### src/sha_pkg.sv
// Shared types, constants and the rotate function for the SHA-256 stream hasher.
// Used by the controller, the datapath, the top level, the checker and the testbench.
`default_nettype none
package sha_pkg;

  localparam int unsigned WordW   = 32;
  localparam int unsigned BlkBytes = 64;
  localparam int unsigned LenPos  = 56;
  localparam logic [7:0]  PadByte = 8'h80;

  localparam logic [WordW-1:0] InitHash [8] = '{
    32'h6a09e667, 32'hbb67ae85, 32'h3c6ef372, 32'ha54ff53a,
    32'h510e527f, 32'h9b05688c, 32'h1f83d9ab, 32'h5be0cd19
  };

  localparam logic [WordW-1:0] RoundK [64] = '{
    32'h428a2f98, 32'h71374491, 32'hb5c0fbcf, 32'he9b5dba5,
    32'h3956c25b, 32'h59f111f1, 32'h923f82a4, 32'hab1c5ed5,
    32'hd807aa98, 32'h12835b01, 32'h243185be, 32'h550c7dc3,
    32'h72be5d74, 32'h80deb1fe, 32'h9bdc06a7, 32'hc19bf174,
    32'he49b69c1, 32'hefbe4786, 32'h0fc19dc6, 32'h240ca1cc,
    32'h2de92c6f, 32'h4a7484aa, 32'h5cb0a9dc, 32'h76f988da,
    32'h983e5152, 32'ha831c66d, 32'hb00327c8, 32'hbf597fc7,
    32'hc6e00bf3, 32'hd5a79147, 32'h06ca6351, 32'h14292967,
    32'h27b70a85, 32'h2e1b2138, 32'h4d2c6dfc, 32'h53380d13,
    32'h650a7354, 32'h766a0abb, 32'h81c2c92e, 32'h92722c85,
    32'ha2bfe8a1, 32'ha81a664b, 32'hc24b8b70, 32'hc76c51a3,
    32'hd192e819, 32'hd6990624, 32'hf40e3585, 32'h106aa070,
    32'h19a4c116, 32'h1e376c08, 32'h2748774c, 32'h34b0bcb5,
    32'h391c0cb3, 32'h4ed8aa4a, 32'h5b9cca4f, 32'h682e6ff3,
    32'h748f82ee, 32'h78a5636f, 32'h84c87814, 32'h8cc70208,
    32'h90befffa, 32'ha4506ceb, 32'hbef9a3f7, 32'hc67178f2
  };

  typedef struct packed {
    logic       mode;
    logic [7:0] data_byte;
  } in_item_t;

  typedef struct packed {
    logic [31:0] digest_word;
    logic [2:0]  word_index;
    logic        last_word;
  } out_item_t;

  // Byte source for a buffer write
  typedef enum logic [1:0] {
    WrData = 2'd0,
    WrPad  = 2'd1,
    WrZero = 2'd2,
    WrLen  = 2'd3
  } wr_sel_e;

  // Controller to datapath commands
  typedef struct packed {
    logic       buf_we;
    wr_sel_e    wr_sel;
    logic [5:0] wr_addr;
    logic [7:0] wr_data;
    logic       bits_add;
    logic       load_words;
    logic       round_en;
    logic [5:0] round_idx;
    logic       fold;
    logic       reinit;
  } dp_cmd_t;

  function automatic logic [31:0] ror(input logic [31:0] x, input int unsigned n);
    ror = (x >> n) | (x << (32 - n));
  endfunction

endpackage
`default_nettype wire

### src/sha_if.sv
// Valid/ready channel carrying one item of the SHA-256 hasher.
// Payload type is given as a parameter; no package dependency of its own.
`default_nettype none
interface sha_if #(
  parameter type item_t = logic
);
  logic  valid;
  logic  ready;
  item_t data;

  modport source (output valid, output data, input ready);
  modport sink (input valid, input data, output ready);
endinterface
`default_nettype wire

### src/sha_datapath.sv
// SHA-256 datapath: message words, message bit count, schedule, round unit, hash.
// Depends on sha_pkg; driven by sha_ctrl commands.
`default_nettype none
module sha_datapath (
  input  wire logic             clk_i,
  input  wire logic             rst_ni,
  input  wire sha_pkg::dp_cmd_t cmd_i,
  input  wire logic [2:0]       rd_idx_i,
  output logic [31:0]           hash_word_o
);
  logic [63:0] bits_q;
  logic [31:0] w_q [16];
  logic [31:0] v_q [8];
  logic [31:0] h_q [8];
  logic [7:0]  wbyte;
  logic [31:0] w_cur, w_new, s0, s1, x15, x2;
  logic [31:0] t1, t2, big0, big1, ch, mj;

  // Select the byte to store
  always_comb begin
    unique case (cmd_i.wr_sel)
      sha_pkg::WrData: wbyte = cmd_i.wr_data;
      sha_pkg::WrPad:  wbyte = sha_pkg::PadByte;
      sha_pkg::WrZero: wbyte = 8'h00;
      sha_pkg::WrLen:  wbyte = bits_q[8*(7-cmd_i.wr_addr[2:0]) +: 8];
      default:         wbyte = 8'h00;
    endcase
  end

  // Bit count
  always_ff @(posedge clk_i or negedge rst_ni) begin
    if (!rst_ni) begin
      bits_q <= '0;
    end else if (cmd_i.reinit) begin
      bits_q <= '0;
    end else if (cmd_i.bits_add) begin
      bits_q <= bits_q + 64'd8;
    end
  end

  // Schedule word for the current round; window slides by one each round
  assign x15   = w_q[1];
  assign x2    = w_q[14];
  assign s0    = sha_pkg::ror(x15, 7) ^ sha_pkg::ror(x15, 18) ^ (x15 >> 3);
  assign s1    = sha_pkg::ror(x2, 17) ^ sha_pkg::ror(x2, 19) ^ (x2 >> 10);
  assign w_new = w_q[0] + s0 + w_q[9] + s1;
  assign w_cur = w_q[0];

  // Round function
  assign big1 = sha_pkg::ror(v_q[4], 6) ^ sha_pkg::ror(v_q[4], 11) ^ sha_pkg::ror(v_q[4], 25);
  assign ch   = (v_q[4] & v_q[5]) ^ (~v_q[4] & v_q[6]);
  assign t1   = v_q[7] + big1 + ch + sha_pkg::RoundK[cmd_i.round_idx] + w_cur;
  assign big0 = sha_pkg::ror(v_q[0], 2) ^ sha_pkg::ror(v_q[0], 13) ^ sha_pkg::ror(v_q[0], 22);
  assign mj   = (v_q[0] & v_q[1]) ^ (v_q[0] & v_q[2]) ^ (v_q[1] & v_q[2]);
  assign t2   = big0 + mj;

  // Schedule and working variables; block bytes land big-endian in the words
  always_ff @(posedge clk_i) begin
    if (cmd_i.load_words) begin
      for (int k = 0; k < 8; k++) begin
        v_q[k] <= h_q[k];
      end
    end else if (cmd_i.round_en) begin
      for (int t = 0; t < 15; t++) begin
        w_q[t] <= w_q[t+1];
      end
      w_q[15] <= w_new;
      v_q[7] <= v_q[6];
      v_q[6] <= v_q[5];
      v_q[5] <= v_q[4];
      v_q[4] <= v_q[3] + t1;
      v_q[3] <= v_q[2];
      v_q[2] <= v_q[1];
      v_q[1] <= v_q[0];
      v_q[0] <= t1 + t2;
    end else if (cmd_i.buf_we) begin
      w_q[cmd_i.wr_addr[5:2]][8*(3-cmd_i.wr_addr[1:0]) +: 8] <= wbyte;
    end
  end

  // Chaining value
  always_ff @(posedge clk_i or negedge rst_ni) begin
    if (!rst_ni) begin
      for (int k = 0; k < 8; k++) h_q[k] <= sha_pkg::InitHash[k];
    end else if (cmd_i.reinit) begin
      for (int k = 0; k < 8; k++) h_q[k] <= sha_pkg::InitHash[k];
    end else if (cmd_i.fold) begin
      for (int k = 0; k < 8; k++) h_q[k] <= h_q[k] + v_q[k];
    end
  end

  assign hash_word_o = h_q[rd_idx_i];
endmodule
`default_nettype wire

### src/sha_ctrl.sv
// SHA-256 controller: byte intake, padding sequence, round count, digest output.
// Depends on sha_pkg; commands the sha_datapath.
`default_nettype none
module sha_ctrl (
  input  wire logic              clk_i,
  input  wire logic              rst_ni,
  input  wire logic              in_valid_i,
  input  wire sha_pkg::in_item_t in_data_i,
  output logic                   in_ready_o,
  output logic                   out_valid_o,
  input  wire logic              out_ready_i,
  output logic [2:0]             out_idx_o,
  output sha_pkg::dp_cmd_t       cmd_o,
  output logic [2:0]             rd_idx_o
);
  typedef enum logic [6:0] {
    StIdle  = 7'b0000001,
    StPad   = 7'b0000010,
    StLoad  = 7'b0000100,
    StRound = 7'b0001000,
    StFold  = 7'b0010000,
    StEmit  = 7'b0100000,
    StDone  = 7'b1000000
  } state_e;

  state_e     st_q, st_d;
  logic [5:0] fill_q, fill_d;
  logic [5:0] rnd_q, rnd_d;
  logic [2:0] oidx_q, oidx_d;
  logic       fin_q, fin_d;   // compressing as part of finalize
  logic       last_q, last_d; // this compression is the final one
  logic       acc;

  assign acc = in_valid_i && in_ready_o;
  assign in_ready_o  = (st_q == StIdle);
  assign out_valid_o = (st_q == StEmit);
  assign out_idx_o   = oidx_q;
  assign rd_idx_o    = oidx_q;

  // Sequence control
  always_comb begin
    st_d   = st_q;
    fill_d = fill_q;
    rnd_d  = rnd_q;
    oidx_d = oidx_q;
    fin_d  = fin_q;
    last_d = last_q;
    cmd_o  = '0;
    cmd_o.wr_sel    = sha_pkg::WrData;
    cmd_o.wr_addr   = fill_q;
    cmd_o.wr_data   = in_data_i.data_byte;
    cmd_o.round_idx = rnd_q;
    unique case (st_q)
      StIdle: begin
        if (acc) begin
          cmd_o.buf_we = 1'b1;
          if (!in_data_i.mode) begin
            cmd_o.bits_add = 1'b1;
            fill_d = fill_q + 6'd1;
            if (fill_q == 6'd63) begin
              fin_d = 1'b0;
              st_d  = StLoad;
            end
          end else begin
            cmd_o.wr_sel = sha_pkg::WrPad;
            fin_d  = 1'b1;
            last_d = (fill_q < 6'(sha_pkg::LenPos));
            fill_d = fill_q + 6'd1;
            st_d   = (fill_q == 6'd63) ? StLoad : StPad;
          end
        end
      end
      // Write one fill or length byte a cycle
      StPad: begin
        cmd_o.buf_we = 1'b1;
        if (last_q && fill_q >= 6'(sha_pkg::LenPos)) begin
          cmd_o.wr_sel = sha_pkg::WrLen;
        end else begin
          cmd_o.wr_sel = sha_pkg::WrZero;
        end
        fill_d = fill_q + 6'd1;
        if (fill_q == 6'd63) st_d = StLoad;
      end
      StLoad: begin
        cmd_o.load_words = 1'b1;
        rnd_d = '0;
        st_d  = StRound;
      end
      StRound: begin
        cmd_o.round_en = 1'b1;
        rnd_d = rnd_q + 6'd1;
        if (rnd_q == 6'd63) st_d = StFold;
      end
      StFold: begin
        cmd_o.fold = 1'b1;
        if (!fin_q) begin
          st_d = StIdle;
        end else if (!last_q) begin
          last_d = 1'b1;
          st_d   = StPad;
        end else begin
          oidx_d = '0;
          st_d   = StEmit;
        end
      end
      StEmit: begin
        if (out_ready_i) begin
          oidx_d = oidx_q + 3'd1;
          if (oidx_q == 3'd7) st_d = StDone;
        end
      end
      StDone: begin
        cmd_o.reinit = 1'b1;
        fill_d = '0;
        fin_d  = 1'b0;
        st_d   = StIdle;
      end
      default: st_d = StIdle;
    endcase
  end

  always_ff @(posedge clk_i or negedge rst_ni) begin
    if (!rst_ni) begin
      st_q   <= StIdle;
      fill_q <= '0;
      rnd_q  <= '0;
      oidx_q <= '0;
      fin_q  <= 1'b0;
      last_q <= 1'b0;
    end else begin
      st_q   <= st_d;
      fill_q <= fill_d;
      rnd_q  <= rnd_d;
      oidx_q <= oidx_d;
      fin_q  <= fin_d;
      last_q <= last_d;
    end
  end
endmodule
`default_nettype wire

### src/sha256_stream_hasher_top.sv
// Top level of the SHA-256 stream hasher: controller plus datapath.
// Depends on sha_pkg, sha_if, sha_ctrl and sha_datapath.
//
// Input channel: one item per message byte (mode 0) or a finalize item
// (mode 1). Output channel: eight digest words, index 0 first, last_word
// set on the eighth.
// Throughput: one absorb byte per cycle, except that the 64th byte of a
// block starts a compression (load, 64 rounds on the single round unit,
// fold) before the next byte is taken.
// A finalize item writes the pad byte, then fills the rest of the block one
// byte a cycle, compresses, and repeats once if the length did not fit,
// before the first digest word is offered.
// Words leave one per cycle while out ready is high; a stall holds the
// current word. After the last word the done state reloads the initial hash.
// Reset (asynchronous, active low) loads the initial hash and clears the
// byte and bit counts; the block then takes input at once.
`default_nettype none
module sha256_stream_hasher_top (
  input  wire logic clk_i,
  input  wire logic rst_ni,
  sha_if.sink       in_if,
  sha_if.source     out_if
);
  sha_pkg::dp_cmd_t cmd;
  logic [2:0]       rd_idx;
  logic [2:0]       out_idx;
  logic [31:0]      hash_word;

  sha_ctrl u_ctrl (
    .clk_i       (clk_i),
    .rst_ni      (rst_ni),
    .in_valid_i  (in_if.valid),
    .in_data_i   (in_if.data),
    .in_ready_o  (in_if.ready),
    .out_valid_o (out_if.valid),
    .out_ready_i (out_if.ready),
    .out_idx_o   (out_idx),
    .cmd_o       (cmd),
    .rd_idx_o    (rd_idx)
  );

  sha_datapath u_dp (
    .clk_i       (clk_i),
    .rst_ni      (rst_ni),
    .cmd_i       (cmd),
    .rd_idx_i    (rd_idx),
    .hash_word_o (hash_word)
  );

  assign out_if.data.digest_word = hash_word;
  assign out_if.data.word_index  = out_idx;
  assign out_if.data.last_word   = (out_idx == 3'd7);
endmodule
`default_nettype wire

### src/flat_wrapper.sv
// flat-port wrapper written by rule: the top's interface ports become plain ports
module sha256_stream_hasher_top_flat 
  (clk_i, rst_ni, in_if_valid, in_if_data, in_if_ready, out_if_valid, out_if_data, out_if_ready);
  sha_if #(.item_t(sha_pkg::in_item_t)) in_if_i ();
  sha_if #(.item_t(sha_pkg::out_item_t)) out_if_i ();
  input  wire logic clk_i;
  input  wire logic rst_ni;
  input wire logic [$bits(in_if_i.valid)-1:0] in_if_valid;
  input wire logic [$bits(in_if_i.data)-1:0] in_if_data;
  output wire logic [$bits(in_if_i.ready)-1:0] in_if_ready;
  output wire logic [$bits(out_if_i.valid)-1:0] out_if_valid;
  output wire logic [$bits(out_if_i.data)-1:0] out_if_data;
  input wire logic [$bits(out_if_i.ready)-1:0] out_if_ready;
  assign in_if_i.valid = in_if_valid;
  assign in_if_i.data = in_if_data;
  assign in_if_ready = in_if_i.ready;
  assign out_if_valid = out_if_i.valid;
  assign out_if_data = out_if_i.data;
  assign out_if_i.ready = out_if_ready;
  sha256_stream_hasher_top u_core (.clk_i(clk_i), .rst_ni(rst_ni), .in_if(in_if_i), .out_if(out_if_i));
endmodule
### config.mk
export PLATFORM = sky130hd
export DESIGN_NAME = sha256_stream_hasher_top_flat
export DESIGN_NICKNAME = d
export VERILOG_FILES = /design/src/sha_pkg.sv /design/src/sha_if.sv /design/src/sha_datapath.sv /design/src/sha_ctrl.sv /design/src/sha256_stream_hasher_top.sv /design/src/flat_wrapper.sv
export SDC_FILE = /design/constraint.sdc
export NUM_CORES = 2
export LEC_CHECK = 0
export BUFFER_PORTS_ARGS = -buffer_cell sky130_fd_sc_hd__buf_2
export CORE_AREA = 2 2 441 443
export DETAILED_ROUTE_END_ITERATION = 10
export DIE_AREA = 0 0 443 445
export MAX_ROUTING_LAYER = met4
export PLACE_DENSITY = 0.62
export SLEW_MARGIN = 20
export SYNTH_ARGS = -nofsm -noshare
export SYNTH_HDL_FRONTEND = slang
export SYNTH_SLANG_ARGS = --single-unit
### constraint.sdc
create_clock -name clk_i -period 12.1 [get_ports clk_i]
set_input_delay 0.605 -clock clk_i [delete_from_list [all_inputs] [get_ports clk_i]]
set_output_delay 0.605 -clock clk_i [all_outputs]
set_load 0.02 [all_outputs]
---- Yosys cells after proc, flatten, opt, wreduce, memory -nomap -nowiden ----
Memory sizes are Yosys's and may differ from the RTL's.
Index checks and enable logic that the tools add are counted.
word-level totals
  memory bits (writable) .................. 768
  output and inout bits ................... 38
  logic and storage cells ................. 190
  bits of input ports ..................... 13
  register bits ........................... 344
  ROM bits ................................ 2048
  memories kept ........................... 3
memory list
  name              words  width  read ports  clocked after Yosys merged registers in  wr ports  line                RTL
  (name not given)  64     32     1           0                                        0         sha_datapath.sv:52  assign t1 = v_q[7] + big1 + ch + sha_pkg::RoundK[cmd_i.round_idx] + w_cur;
  u_core.u_dp.w_q   16     32     16          0                                        16        sha_datapath.sv:12  logic [31:0] w_q [16];
  u_core.u_dp.v_q   8      32     8           0                                        8         sha_datapath.sv:13  logic [31:0] v_q [8];
operators by class
  shift operators ......................... 3
  mux-type cells .......................... 66
  $add $sub $neg .......................... 25
  reduce and logical (&&, ||, !) cells .... 16
  bitwise gates (word level) .............. 37
  magnitude comparators ................... 4
  equality and inequality tests ........... 21
operators by type and width
  kind                                                                     number
  32-bit adder                                                             18
  256-bit 2-to-1 mux                                                       2
  32-bit 2-to-1 mux                                                        15
  32-bit XOR                                                               9
  32-bit AND                                                               5
  64-bit 2-to-1 mux                                                        2
  32-bit binary-select mux with 3-bit select                               1
  64-bit by 4-bit adder with 64-bit output, second input constant          1
  64-bit by 33-bit variable part select with 8-bit output                  1
  7-bit 2-to-1 mux                                                         7
  7-bit case mux with 6 select lines                                       1
  32-bit negator with 34-bit output                                        1
  8-bit by 34-bit variable shift with 32-bit output, first input constant  1
  8-bit by 34-bit variable part select with 32-bit output                  1
  32-bit inverter                                                          1
  10-bit by 32-bit bitwise OR with 32-bit output                           1
  13-bit by 32-bit bitwise OR with 32-bit output                           1
  14-bit by 32-bit bitwise OR with 32-bit output                           1
  15-bit by 32-bit bitwise OR with 32-bit output                           1
  19-bit by 32-bit bitwise OR with 32-bit output                           1
  21-bit by 32-bit bitwise OR with 32-bit output                           1
  25-bit by 32-bit bitwise OR with 32-bit output                           1
  26-bit by 32-bit bitwise OR with 32-bit output                           1
  30-bit by 32-bit bitwise OR with 32-bit output                           1
  other kinds (45)                                                         97

---- Logic depth before layout (Yosys ltp) ----
  word-level depth ........................ 10
  depth in mapped cells ................... 39

---- Hierarchy ----
A second synthesis with hierarchy kept.
unflattened totals
  cells, all modules ...................... 7951
  area, all modules ....................... 76477.1 um^2
by module, submodules not included
  module                    seq. area each (um^2)  times used  area an instance (um^2)  cells an instance
  sha_datapath              31164.9                1           74804.2                  7768
  sha_ctrl                  601.8                  1           1666.6                   182
  sha256_stream_hasher_top  0.0                    1           6.3                      1

---- Worst setup path before layout ----
No wires, ideal clock.
  path kind ............................... register -> register
  start ................................... reg u_core.u_ctrl.rnd_q[1]
  end ..................................... mem u_core.u_dp.v_q[0][29] (data pin)
  library setup time ...................... 0.267 ns
  slack ................................... 3.699 ns
  buffers on the path ..................... 2
  data required time ...................... 11.833 ns
  data arrival time ....................... 8.134 ns
  cell stages (with the launch flop) ...... 34
  clock period less this slack ............ 8.401 ns
  path through ............................ dfrtp_1 -> clkbuf_1 -> inv_1 -> ha_1 -> clkbuf_1 -> nor2_1 -> o21ai_0 -> o21ai_0 -> mux4_2 -> fa_1 -> fa_1 -> fa_1 -> inv_1 -> ha_1 -> a21o_1 -> nand4_1 -> and3_1 -> o31ai_1 -> a21o_1 -> a21oi_1 -> xnor2_1 -> fa_1 -> ha_1 -> a21oi_1 -> o21ai_0 -> or3_1 -> o21ai_1 -> o21ai_0 -> a41o_1 -> a21oi_1 -> inv_1 -> a21oi_1 -> xor2_1 -> o21ai_0
RTL lines
  element                   line                RTL
  start: declaration        sha_ctrl.sv:28      logic [5:0] rnd_q, rnd_d;
  start signal: assignment  sha_ctrl.sv:133     rnd_q <= rnd_d;
  end: declaration          sha_datapath.sv:13

==> impl_metrics.env <==
export IMPL_hp_class="input pin to flip-flop"
export IMPL_leakagePower_nw=33.2
export IMPL_slowest_delay_ns=0.83
export IMPL_die_area_um2=197000
export IMPL_yosysWarnings=0
export IMPL_port_buffers=50
export IMPL_crit_fanout=16
export IMPL_grt_overflow_total=0
export IMPL_start_util=0.389
export IMPL_final_common_cell="nand2_1"
export IMPL_clk_pin_slew_ns=0.08
export IMPL_rsz0062_at_grt="false"
export IMPL_crit_path_end_kind="flip-flop"
export IMPL_drc_errors=0
export IMPL_syn2layout_area_growth_pct=9.22
export IMPL_ant_nets=0
export IMPL_slew_viol_final=0
export IMPL_grt_use_met2=0.387
export IMPL_busiest_layer="met2"
export IMPL_critical_path_slowest_cell="ha_1"
export IMPL_final_cell_mix="nand2_1 (1,669), o21ai_0 (938), edfxtp_1 (768)"
export IMPL_drive_gt1_frac=0.0864
export IMPL_synth_area_um2=74800
export IMPL_cts_tree="yes"
export IMPL_grt_max_degree=141
export IMPL_routedWlPerCell_um=24.2
export IMPL_worstSetupPathType="flip-flop to flip-flop"
export IMPL_clock_sinks=1109
export IMPL_met3_usage=0.0354
export IMPL_ios=51
export IMPL_grt_pass1_vias=56600
export IMPL_finalWirelength_um=250000
export IMPL_vias_per_cell=5.80
export IMPL_crit_path_frequent_cell="fa_1"
export IMPL_rows=161
export IMPL_syn_num_nets=8416
export IMPL_max_freq_mhz=98.7
export IMPL_max_cap_violations=0
export IMPL_fin_nets=8270
export IMPL_skew_ns=0.0562
export IMPL_antenna_found_initial=8
export IMPL_cts_inserted_buffers=121
export IMPL_grt_pass1_wl_um=372000
export IMPL_post_cts_resized=0
export IMPL_ys_async_sr_fraction=0.307
export IMPL_hold_worst_slack_ns=0.108
export IMPL_synth_avg_cell_area_um2=9.58
export IMPL_cts_buffer_depth=3
export IMPL_die_w_um=443
export IMPL_synth_edf_count=768
export IMPL_ctsRootBufferMaster="clkbuf_16"
export IMPL_fp_dieH_um=445
export IMPL_cts_setup_buffers=0
export IMPL_met1_usage=0.339
export IMPL_crit_arrival_ns=10.76
export IMPL_fillers=18500
export IMPL_cts_hold_buf=1
export IMPL_setup_viol=0
export IMPL_start_kind="flip-flop"
export IMPL_hold_viol_final=0
export IMPL_status="complete, no violations"
export IMPL_p_per_area_nw_per_um2=125
export IMPL_clk_latency_ns=0.81
export IMPL_drtPass1Iterations=6
export IMPL_ys_flop_type="edfxtp_1"
export IMPL_tns_ns=0
export IMPL_track_usage=0.256
export IMPL_period_minus_slack_ns=10.13
export IMPL_yosysUniqueCellTypes=92
export IMPL_relSlewSlack=0.215
export IMPL_htreeDepth=3
export IMPL_tightest_slew_ns=1.17
export IMPL_core_area_um2=192000
export IMPL_ir_drop_uv=135
export IMPL_vias=59700
export IMPL_crit_required_ns=12.74
export IMPL_synth_seq_area_share=0.425
export IMPL_place_hpwl_um=181000
export IMPL_synthesis_instances=7807
export IMPL_synth_seq_cells=1109
export IMPL_period_share=0.837
export IMPL_dr_first_iter_drc_count=6070
export IMPL_gp_congestion=1.01
## final timing paths
kind | startpoint | end | slack (ns) | depth (start not counted)
min in group asynchronous | rst_ni | u_core.u_dp.h_q[2]$_DFFE_PN0P_ | 0.36 | 2
worst max-delay path | u_core.u_ctrl.rnd_q[1]$_DFFE_PN0P_ | u_core.u_dp.v_q[0][28]$_DFFE_PP_ | 1.97 | 34
worst min register to register | u_core.u_ctrl.rnd_q[5]$_DFFE_PN0P_ | u_core.u_ctrl.rnd_q[5]$_DFFE_PN0P_ | 0.48 | 1
worst max register to register | u_core.u_ctrl.rnd_q[1]$_DFFE_PN0P_ | u_core.u_dp.v_q[0][28]$_DFFE_PP_ | 1.97 | 34
worst min-delay path | out_if_ready | u_core.u_ctrl.out_idx_o[1]$_DFFE_PN0P_ | 0.11 | 2
max in group asynchronous | rst_ni | u_core.u_dp.h_q[215]$_DFFE_PN0P_ | 8.77 | 5
## cell families after synthesis
| kind of cell | share of synthesized area |
|---|---|
| fa+ha+maj | 0.123 |
| flops | 0.425 |
| compound gates | 0.159 |
| simple gates | 0.146 |
| xor+xnor | 0.0734 |
| buf+inv | 0.0332 |
| mux | 0.0399 |
## through the flow
step	worst slack (ns)	std cells	cell area (um2)	power (W)	util
after floorplan	3.70	7807	74800	0.00560	-
after global placement	2.20	10100	77400	0.00622	0.403
after detailed placement	2.17	10100	77400	0.00624	0.403
after CTS	2.11	10300	81600	0.0103	0.425
after global routing	1.35	10300	81700	0.0106	0.425
final	1.97	10300	81700	0.0102	0.425
## critical path: cells and delay by family (launching register included)
kind,cells,cell delay (ns)
xor gates and xnor gates,1,0.46
and+or+nand+nor,7,1.23
adders and majority gates,8,3.73
buffers and inverters,3,0.47
DFF,1,0.75
AOI/OAI and AO/OA,14,2.81
muxes,1,0.52
## routing by layer
| metal | part of all wire | wire, um |
|---|---|---|
| met1 | 0.42 | 106000 |
| met2 | 0.45 | 112000 |
| met4 | 0.055 | 13700 |
| met3 | 0.073 | 18100 |
| met5 | 0 | 0 |
## synthesized netlist by cell type, types with 40 or more instances
| master | n | share of area |
|---|---|---|
| a211oi_1 | 43 | 0.0043 |
| a21o_1 | 177 | 0.018 |
| a21oi_1 | 446 | 0.030 |
| a31oi_1 | 49 | 0.0041 |
| and3_1 | 47 | 0.0039 |
| clkbuf_1 | 354 | 0.018 |
| dfrtp_1 | 204 | 0.068 |
| dfstp_2 | 137 | 0.048 |
| edfxtp_1 | 768 | 0.31 |
| fa_1 | 195 | 0.052 |
| ha_1 | 401 | 0.067 |
| inv_1 | 262 | 0.013 |
| mux2_2 | 54 | 0.0081 |
| mux4_2 | 93 | 0.028 |
| nand2_1 | 1670 | 0.084 |
| nand2b_1 | 60 | 0.0050 |
| nand3_1 | 103 | 0.0069 |
| nor2_1 | 401 | 0.020 |
| nor2b_1 | 52 | 0.0044 |
| nor3_1 | 77 | 0.0052 |
| o21a_1 | 47 | 0.0047 |
| o21ai_0 | 941 | 0.063 |
| o21bai_1 | 40 | 0.0040 |
| o31ai_1 | 41 | 0.0041 |
| or3_1 | 44 | 0.0037 |
| xnor2_1 | 425 | 0.050 |
| xor2_1 | 199 | 0.023 |
## sequential cells by signal, indices dropped and copies added (netlist names)
name,cells
u_core.u_ctrl.out_idx_o,3
u_core.u_ctrl.fill_q,6
u_core.u_dp.bits_q,61
u_core.u_ctrl.fin_q,1
u_core.u_dp.v_q,256
u_core.u_ctrl.st_q,7
u_core.u_dp.w_q,512
u_core.u_ctrl.rnd_q,6
u_core.u_ctrl.last_q,1
u_core.u_dp.h_q,256
## where the power goes
group | leakage, nW | total, W | internal, W | switching (W)
registers | 10.6 | 0.00424 | 0.00415 | 0.0000824
logic | 20.5 | 0.00197 | 0.000665 | 0.00131
clock network | 2.10 | 0.00403 | 0.00234 | 0.00169
## area by class of cell
type	count	area, um2	share of cell area
antenna	9	22.5	0.000276
clock buffer	143	3270	0.0400
clock inverter	85	992	0.0122
inverter	264	998	0.0122
multi-input combinational	6039	40600	0.497
sequential	1109	31800	0.389
tap	2526	3160	0.0387
timing repair buffer	126	871	0.0107
No activity file was read; power rests on OpenSTA's default activity.
